File: config.mk
export PLATFORM = sky130hd
export DESIGN_NAME = tpsc_seq
export DESIGN_NICKNAME = d
export VERILOG_FILES = /design/src/rtl/tpsc_pkg.sv /design/src/rtl/tpsc_seq.sv
export SDC_FILE = /design/constraint.sdc
export NUM_CORES = 1
export LEC_CHECK = 0
export BUFFER_PORTS_ARGS = -buffer_cell sky130_fd_sc_hd__buf_2
export CORE_AREA = 8 8 60 62
export CTS_CLUSTER_DIAMETER = 120
export DETAILED_ROUTE_END_ITERATION = 12
export DIE_AREA = 0 0 68 70
export PLACE_DENSITY = 0.83
export SYNTH_ARGS = -nofsm -noshare
export SYNTH_HDL_FRONTEND = slang
export SYNTH_SLANG_ARGS = --single-unit
export TNS_END_PERCENT = 100
File: constraint.sdc
create_clock -name clk -period 5.13 [get_ports clk]
set_clock_uncertainty 0.2 [all_clocks]
set_input_delay 0.2565 -clock clk [delete_from_list [all_inputs] [get_ports clk]]
set_output_delay 0.2565 -clock clk [all_outputs]
set_load 0.02 [all_outputs]
File: src/rtl/tpsc_pkg.sv
// Shared types, constants and microcode for the two-wheel PI speed controller.
package tpsc_pkg;

  // item kinds
  localparam logic [1:0] OP_ENC   = 2'd0;
  localparam logic [1:0] OP_TWIST = 2'd1;
  localparam logic [1:0] OP_TICK  = 2'd2;
  localparam logic [1:0] OP_NONE  = 2'd3;

  // configuration register map
  localparam int REG_W = 24;
  localparam int CFG_IDX_W = 3;
  localparam logic [CFG_IDX_W-1:0] CFG_KP1 = 3'd0;
  localparam logic [CFG_IDX_W-1:0] CFG_KI1 = 3'd1;
  localparam logic [CFG_IDX_W-1:0] CFG_KP2 = 3'd2;
  localparam logic [CFG_IDX_W-1:0] CFG_KI2 = 3'd3;
  localparam logic [CFG_IDX_W-1:0] CFG_HT  = 3'd4;
  localparam logic [CFG_IDX_W-1:0] CFG_INV = 3'd5;

  localparam logic [REG_W-1:0] KP1_RST = 24'd6554;
  localparam logic [REG_W-1:0] KI1_RST = 24'd13107;
  localparam logic [REG_W-1:0] KP2_RST = 24'd39322;
  localparam logic [REG_W-1:0] KI2_RST = 24'd26214;
  localparam logic [REG_W-1:0] HT_RST  = 24'd8520;
  localparam logic [REG_W-1:0] INV_RST = 24'd1310720;

  // field widths
  localparam int DELTA_W = 16;
  localparam int SPEED_W = 32;
  localparam int OUT_W   = 9;

  // shared multiplier: signed A, unsigned B, signed 64-bit product
  localparam int MUL_A_W = 33;
  localparam int MUL_B_W = 30;
  localparam int PROD_W  = 64;

  // pi/18 scaled by 2^32
  localparam logic [MUL_B_W-1:0] PI18_Q32 = 30'd749613206;

  // multiplier A operand select
  localparam logic [2:0] ASEL_NONE = 3'd0;
  localparam logic [2:0] ASEL_D1   = 3'd1;
  localparam logic [2:0] ASEL_D2   = 3'd2;
  localparam logic [2:0] ASEL_W    = 3'd3;
  localparam logic [2:0] ASEL_OPA  = 3'd4;
  localparam logic [2:0] ASEL_ERR1 = 3'd5;
  localparam logic [2:0] ASEL_ERR2 = 3'd6;

  // multiplier B operand select
  localparam logic [2:0] BSEL_NONE = 3'd0;
  localparam logic [2:0] BSEL_PI   = 3'd1;
  localparam logic [2:0] BSEL_HT   = 3'd2;
  localparam logic [2:0] BSEL_INV  = 3'd3;
  localparam logic [2:0] BSEL_KP1  = 3'd4;
  localparam logic [2:0] BSEL_KI1  = 3'd5;
  localparam logic [2:0] BSEL_KP2  = 3'd6;
  localparam logic [2:0] BSEL_KI2  = 3'd7;

  // register write select
  localparam logic [3:0] WR_NONE    = 4'd0;
  localparam logic [3:0] WR_MEAS1   = 4'd1;
  localparam logic [3:0] WR_MEAS2   = 4'd2;
  localparam logic [3:0] WR_TURN    = 4'd3;
  localparam logic [3:0] WR_OPA_ADD = 4'd4;
  localparam logic [3:0] WR_OPA_SUB = 4'd5;
  localparam logic [3:0] WR_TGT1    = 4'd6;
  localparam logic [3:0] WR_TGT2    = 4'd7;
  localparam logic [3:0] WR_ERR     = 4'd8;
  localparam logic [3:0] WR_INT1    = 4'd9;
  localparam logic [3:0] WR_INT2    = 4'd10;
  localparam logic [3:0] WR_ACC1    = 4'd11;
  localparam logic [3:0] WR_ACC2    = 4'd12;

  // drive capture select
  localparam logic [1:0] DRV_NONE = 2'd0;
  localparam logic [1:0] DRV_ONE  = 2'd1;
  localparam logic [1:0] DRV_TWO  = 2'd2;

  // sequencing
  localparam logic [1:0] SEQ_NEXT = 2'd0;
  localparam logic [1:0] SEQ_END  = 2'd1;
  localparam logic [1:0] SEQ_EMIT = 2'd2;

  localparam int PC_W = 5;
  typedef logic [PC_W-1:0] pc_t;

  localparam pc_t ENTRY_ENC   = 5'd0;
  localparam pc_t ENTRY_TWIST = 5'd3;
  localparam pc_t ENTRY_TICK  = 5'd9;

  typedef struct packed {
    logic [2:0] a_sel;
    logic [2:0] b_sel;
    logic       mul_en;
    logic       sh_enc;
    logic [3:0] wr;
    logic [1:0] drv;
    logic [1:0] seq;
  } ctl_t;

  localparam ctl_t UC_NOP = '{a_sel: ASEL_NONE, b_sel: BSEL_NONE, mul_en: 1'b0,
                              sh_enc: 1'b0, wr: WR_NONE, drv: DRV_NONE,
                              seq: SEQ_END};

  function automatic ctl_t uc(input logic [2:0] a, input logic [2:0] b,
                              input logic sh, input logic [3:0] wr,
                              input logic [1:0] drv, input logic [1:0] seq);
    ctl_t w;
    w.a_sel  = a;
    w.b_sel  = b;
    w.mul_en = (a != ASEL_NONE);
    w.sh_enc = sh;
    w.wr     = wr;
    w.drv    = drv;
    w.seq    = seq;
    return w;
  endfunction

  // microprogram; the product register is read by the step after the one that loads it
  function automatic ctl_t ucode_rom(input pc_t pc);
    ctl_t w;
    case (pc)
      // encoder
      5'd0:  w = uc(ASEL_D1,   BSEL_PI,   1'b0, WR_NONE,    DRV_NONE, SEQ_NEXT);
      5'd1:  w = uc(ASEL_D2,   BSEL_PI,   1'b1, WR_MEAS1,   DRV_NONE, SEQ_NEXT);
      5'd2:  w = uc(ASEL_NONE, BSEL_NONE, 1'b1, WR_MEAS2,   DRV_NONE, SEQ_END);
      // twist
      5'd3:  w = uc(ASEL_W,    BSEL_HT,   1'b0, WR_NONE,    DRV_NONE, SEQ_NEXT);
      5'd4:  w = uc(ASEL_NONE, BSEL_NONE, 1'b0, WR_TURN,    DRV_NONE, SEQ_NEXT);
      5'd5:  w = uc(ASEL_NONE, BSEL_NONE, 1'b0, WR_OPA_ADD, DRV_NONE, SEQ_NEXT);
      5'd6:  w = uc(ASEL_OPA,  BSEL_INV,  1'b0, WR_OPA_SUB, DRV_NONE, SEQ_NEXT);
      5'd7:  w = uc(ASEL_OPA,  BSEL_INV,  1'b0, WR_TGT1,    DRV_NONE, SEQ_NEXT);
      5'd8:  w = uc(ASEL_NONE, BSEL_NONE, 1'b0, WR_TGT2,    DRV_NONE, SEQ_END);
      // tick, wheel two overlaps wheel one on the multiplier
      5'd9:  w = uc(ASEL_NONE, BSEL_NONE, 1'b0, WR_ERR,     DRV_NONE, SEQ_NEXT);
      5'd10: w = uc(ASEL_ERR1, BSEL_KI1,  1'b0, WR_NONE,    DRV_NONE, SEQ_NEXT);
      5'd11: w = uc(ASEL_ERR1, BSEL_KP1,  1'b0, WR_INT1,    DRV_NONE, SEQ_NEXT);
      5'd12: w = uc(ASEL_ERR2, BSEL_KI2,  1'b0, WR_ACC1,    DRV_NONE, SEQ_NEXT);
      5'd13: w = uc(ASEL_ERR2, BSEL_KP2,  1'b0, WR_INT2,    DRV_ONE,  SEQ_NEXT);
      5'd14: w = uc(ASEL_NONE, BSEL_NONE, 1'b0, WR_ACC2,    DRV_NONE, SEQ_NEXT);
      5'd15: w = uc(ASEL_NONE, BSEL_NONE, 1'b0, WR_NONE,    DRV_TWO,  SEQ_NEXT);
      5'd16: w = uc(ASEL_NONE, BSEL_NONE, 1'b0, WR_NONE,    DRV_NONE, SEQ_EMIT);
      default: w = UC_NOP;
    endcase
    return w;
  endfunction

  function automatic pc_t entry_pc(input logic [1:0] op);
    pc_t pc;
    case (op)
      OP_ENC:   pc = ENTRY_ENC;
      OP_TWIST: pc = ENTRY_TWIST;
      default:  pc = ENTRY_TICK;
    endcase
    return pc;
  endfunction

  function automatic logic signed [31:0] sat32(input logic signed [PROD_W-1:0] v);
    logic signed [31:0] r;
    if (v[PROD_W-1:31] != {(PROD_W-31){v[PROD_W-1]}}) begin
      r = v[PROD_W-1] ? 32'sh80000000 : 32'sh7FFFFFFF;
    end else begin
      r = v[31:0];
    end
    return r;
  endfunction

endpackage

File: src/rtl/tpsc_seq.sv
// Microcode sequencer: step counter, control ROM and dispatch.
module tpsc_seq (
  input  logic             clk,
  input  logic             rst_n,
  input  logic             start,
  input  logic [1:0]       op,
  input  logic             out_hold,
  output tpsc_pkg::ctl_t   ctl,
  output logic             busy,
  output logic             emit
);
  import tpsc_pkg::*;

  pc_t  pc_r, pc_nxt;
  logic busy_r, busy_nxt;
  ctl_t word;

  assign word = ucode_rom(pc_r);
  assign ctl  = busy_r ? word : UC_NOP;
  assign busy = busy_r;

  always_comb begin
    pc_nxt   = pc_r;
    busy_nxt = busy_r;
    emit     = 1'b0;
    if (busy_r) begin
      unique case (word.seq)
        SEQ_NEXT: pc_nxt = pc_r + pc_t'(1);
        SEQ_END:  busy_nxt = 1'b0;
        SEQ_EMIT: begin
          // hold here until the output register is free
          if (!out_hold) begin
            emit     = 1'b1;
            busy_nxt = 1'b0;
          end
        end
        default:  busy_nxt = 1'b0;
      endcase
    end else if (start) begin
      pc_nxt   = entry_pc(op);
      busy_nxt = 1'b1;
    end
  end

  always_ff @(posedge clk) begin
    if (!rst_n) begin
      pc_r   <= '0;
      busy_r <= 1'b0;
    end else begin
      pc_r   <= pc_nxt;
      busy_r <= busy_nxt;
    end
  end

endmodule

== Yosys cells after proc, flatten, opt, wreduce, memory -nomap -nowiden ==
Memory sizes are Yosys's and may differ from the RTL's. A register that Yosys moved wholly into a read port is not among the register bits.
Cells that the tools add are included.

* RAM bits: 0
* Memories kept: 1
* Bits in registers: 6
* Bits in latches: 0
* Output and inout port bits: 18
* Memory bits (read-only): 512

{| class="wikitable"
|+ Memories
! memory !! words !! bits a word !! read ports !! clocked after Yosys merged registers in !! wr ports !! line !! source
|-
| (no name shown) || 32 || 16 || 1 || 1 || 0 || tpsc_pkg.sv:122 || <nowiki>case (pc)</nowiki>
|}

* Multiplexer cells: 14
* Shift operators: 0
* Add/sub/neg operators: 1
* Divide/modulo/power cells: 0
* $mul: 0
* Reductions and logical operators: 4
* Bitwise logic cells: 0
* Equality and inequality tests: 3
* Order comparisons: 0

{| class="wikitable"
|+ Operators by type and width
! kind !! number
|-
| $mux 5 || 5
|-
| $mux 16 || 1
|-
| $pmux 4 s2 || 1
|-
| $mux 1 || 6
|-
| $add 5x1->5 const B || 1
|-
| $logic_not 2->1 || 2
|-
| $eq 2x1->1 const B || 1
|-
| $eq 2x2->1 const B || 1
|-
| $ne 2x1->1 const B || 1
|-
| $pmux 1 s2 || 1
|-
| $reduce_and 2->1 || 1
|-
| $reduce_bool 2->1 || 1
|}

== Depth between registers and ports, before layout ==
* Depth after elaboration: 6
* Depth in mapped cells: 9
* Mapped depth without buffers: 9

== Least setup slack after synthesis ==
Ideal clock, no wire load.

* Kind: reg2reg
* Start: reg busy_r (netlist: busy)
* End: reg word[15] (netlist name)
* Cell stages (with the launch flop): 9
* Path slack: 2.435 ns
* Path buffers: 1
* Data arrival time: 2.422 ns
* Data required time: 4.857 ns
* Path through: dfxtp_1 buf_2 nor3b_1 o221ai_1 o311a_1 inv_1 ha_1 or3_1 a21oi_1

* Longest elaborated chain between the ends: 4

{| class="wikitable"
|+ RTL lines
! item !! line !! source
|-
| start: declaration || tpsc_seq.sv:15 || <nowiki>logic busy_r, busy_nxt;</nowiki>
|-
| start signal: assignment || tpsc_seq.sv:51 || <nowiki>busy_r <= busy_nxt;</nowiki>
|-
| $ne 2x1->1 (no line) or $reduce_bool 2->1 (tied branches) || n/a ||
|-
| $reduce_and 2->1 (no line) || n/a ||
|-
| $mux 5 (no line) * (2 in a row) || n/a ||
|}

Every way passes the cells marked *; elsewhere a longest branch is shown, timed or not.
A chain may end at the register's enable or synchronous reset.

== Final worst setup path ==
* Start: reg busy_r (netlist: busy)
* End: reg word[15] (netlist name)

* Longest elaborated chain between the ends: 4

{| class="wikitable"
|+ RTL lines
! item
|-
| $ne 2x1->1 (no line) or $reduce_bool 2->1 (tied branches)
|-
| $reduce_and 2->1 (no line)
|-
| $mux 5 (no line) * (2 in a row)
|}

Marked as above.

==> results.yml <==
die:
  dieHeight_microns: 70
  die_area_sq_um: 4760
  ios: 24
  coreArea_sq_um: 2660
  chipWidth_microns: 68
  initial_utilization_pct: 47.8
  rows: 19
pwr:
  leakage_uw: 0.000671
  ir_worst_vdd_uv: 191
  power_density_nw_per_um2: 307
grt:
  grtUsageTotal_pct: 14.6
  grt_max_degree: 26
  grt_pass1_wl_microns: 5600
  grt_pass1_vias: 1164
  overflow: 0
  antenna_found_initial: 0
clocking:
  cts_sinks: 22
  clock_path_buffers: 2
  cts_buffers: 3
  ctsHoldBuffers: 0
  post_cts_buffers: 0
  cts_htree_levels: 1
  cts_tree: "built"
  clock_latency_ns: 0.31
  cts_repair_resize_count: 0
  cts-root-buf: "clkbuf_4"
  clk_pin_slew_ns: 0.13
yosys:
  ys_types: 42
  seq_area_frac_synth_pct: 34.6
  yosysTopAreaCell: "dfxtp_1"
  synth.top_cell.area_share_pct: 34.6
  synth_area_leaders: "dfxtp_1 (35%), ha_1 (11%), and2_1 (7.9%)"
  syn_nets: 158
  yosysWarningCount: 0
  syn-instance-count: 141
  syn_area_per_cell_sq_um: 9.03
  ys_ff_latch: 22
  synthesis.area_sq_um: 1270
timing:
  fin_setup_tns_ns: 0
  fmax_mhz: 314
  min_period_ns: 3.18
  setup_slack_ns: 1.95
  relSlewSlack_pct: 55.1
  drv_slew: 0
  setup_violations: 0
  worstMarginPinSlew_ns: 0.672
  finalHoldViolations: 0
  period_share_pct: 62.0
  grt_setup_unrepaired: "no"
placed_design:
  pre_cts_ws_ns: 2.06
  place.gp.congestion: 1.02
  dpl.hpwl_microns: 2340
  io_buffers: 23
final_layout:
  drive_gt1_share_pct: 19.8
  fin_util_pct: 53.7
  num-fill-cells: 241
  antenna_cells: 0
  final_nets: 180
  syn_to_final_growth_pct: 12.2
  final_common_cell: "buf_2"
  final_cell_mix: "buf_2 (23), dfxtp_1 (22), and2_1 (16)"
route:
  totalWireLength_microns: 3170
  drtIter0Drc: 46
  firstDrtPassIters: 4
  num_vias: 1131
  wl_per_cell_microns: 16.4
  antenna_left: 0
  drc: 0
  vias_per_cell: 5.86
outcome:
  status: "complete, no violations"
setup_path:
  cp.arrival_ns: 3.22
  cp_max_fo: 25
  worst-setup-path-type: "register to register"
  max_stage_delay_ns: 0.78
  cp.required_ns: 5.17
  crit_path_start_kind: "register"
  endpoint_kind: "register"
  cp_cell_sequence: "nor3b_1 -> o221ai_1 -> o311a_1 -> inv_1 -> ha_1 -> or3_1 -> a21oi_1"
  cpMaxStageDelayCell: "dfxtp_1"
hold_path:
  hp-class: "input port to register"
job:
  cap_violations: 0
[critical path: cells and delay by family, from the launching register on]
kind / cells / cell delay [ns]
buffers and inverters: 1 / 0.25
and+or+nand+nor: 2 / 0.88
DFF: 1 / 0.78
AOI/OAI and AO/OA: 3 / 0.69
adders and majority gates: 1 / 0.30
[stage by stage]
stage               power, uW  area (sq um)  hold slack, ns  std cells
detailed placement        306          1380           0.371        189
finish                    439          1430          0.0415        193
global placement          302          1380           0.377        189
global route              461          1430          0.0614        193
CTS                       437          1430          0.0474        193
floorplan                 280          1270           0.329        141
[cell type report]
cell class / count / area [sq um] / area share (%)
Clock buffer: 3 / 22.5 / 1.58
Clock inverter: 1 / 30.0 / 2.10
Inverter: 10 / 40.0 / 2.80
Multi-Input combinational cell: 103 / 742 / 51.9
Sequential cell: 22 / 440 / 30.8
Tap cell: 31 / 38.8 / 2.71
Timing Repair Buffer: 23 / 115 / 8.06
[per-layer routing]
layer,part of all wire [%],global-route usage (%),vias up
met3,4.9,1.28,12
met2,54,25.2,41
met5,0,0,-
met4,2.5,6.15,0
met1,39,17.5,534
li1,-,-,544
[where the power goes]
| part | leakage [uW] | total, uW | internal, uW | switching (uW) |
|---|---|---|---|---|
| sequential | 0.000181 | 202 | 190 | 12.4 |
| clock | 0.0000279 | 133 | 79.0 | 54.1 |
| combinational | 0.000462 | 103 | 39.8 | 63.6 |
[Yosys cell counts, drive strengths merged]
master / number
or3b: 2
or3: 3
o2111ai: 1
o211ai: 1
nand2b: 2
inv: 8
ha: 11
nand4bb: 2
nor3: 2
nor3b: 3
o21ai: 5
nand2: 13
o211a: 2
clkbuf: 1
mux2i: 3
clkinv: 2
buf: 5
o311a: 2
o221ai: 1
a221oi: 2
or2b: 1
o32ai: 1
a31oi: 4
nor2b: 2
dfxtp: 22
nor2: 4
nor4: 3
and2: 16
and3: 1
nand4: 1
nand3: 5
or2: 1
o21a: 2
a21oi: 6
a32oi: 1
[worst paths after layout]
| path | from | end | slack [ns] | depth (start not counted) |
|---|---|---|---|---|
| max | busy$_SDFF_PN0_ | word[15]$_SDFF_PP0_ | 1.95 | 7 |
| min | rst_n | busy$_SDFF_PN0_ | 0.04 | 2 |
| min reg2reg | pc_r[1]$_SDFFE_PN0N_ | pc_r[1]$_SDFFE_PN0N_ | 0.46 | 1 |
| max reg2reg | busy$_SDFF_PN0_ | word[15]$_SDFF_PP0_ | 1.95 | 7 |
[cell families (layout without fill, tap and decap cells)]
family                     Yosys count  count (layout)  share of synthesized area (%)
buffers and inverters               16              37                           7.17
AOI/OAI and AO/OA                   28              28                           16.3
adders and majority gates           11              11                           10.8
muxes                                3               3                           2.36
DFF                                 22              22                           34.6
and+or+nand+nor                     61              61                           28.8
[sequential cells by signal, indices dropped and copies added, names as in the netlist]
signal / flops
pc_r: 5
word: 16
busy: 1
(Power assumes the default switching activity.)
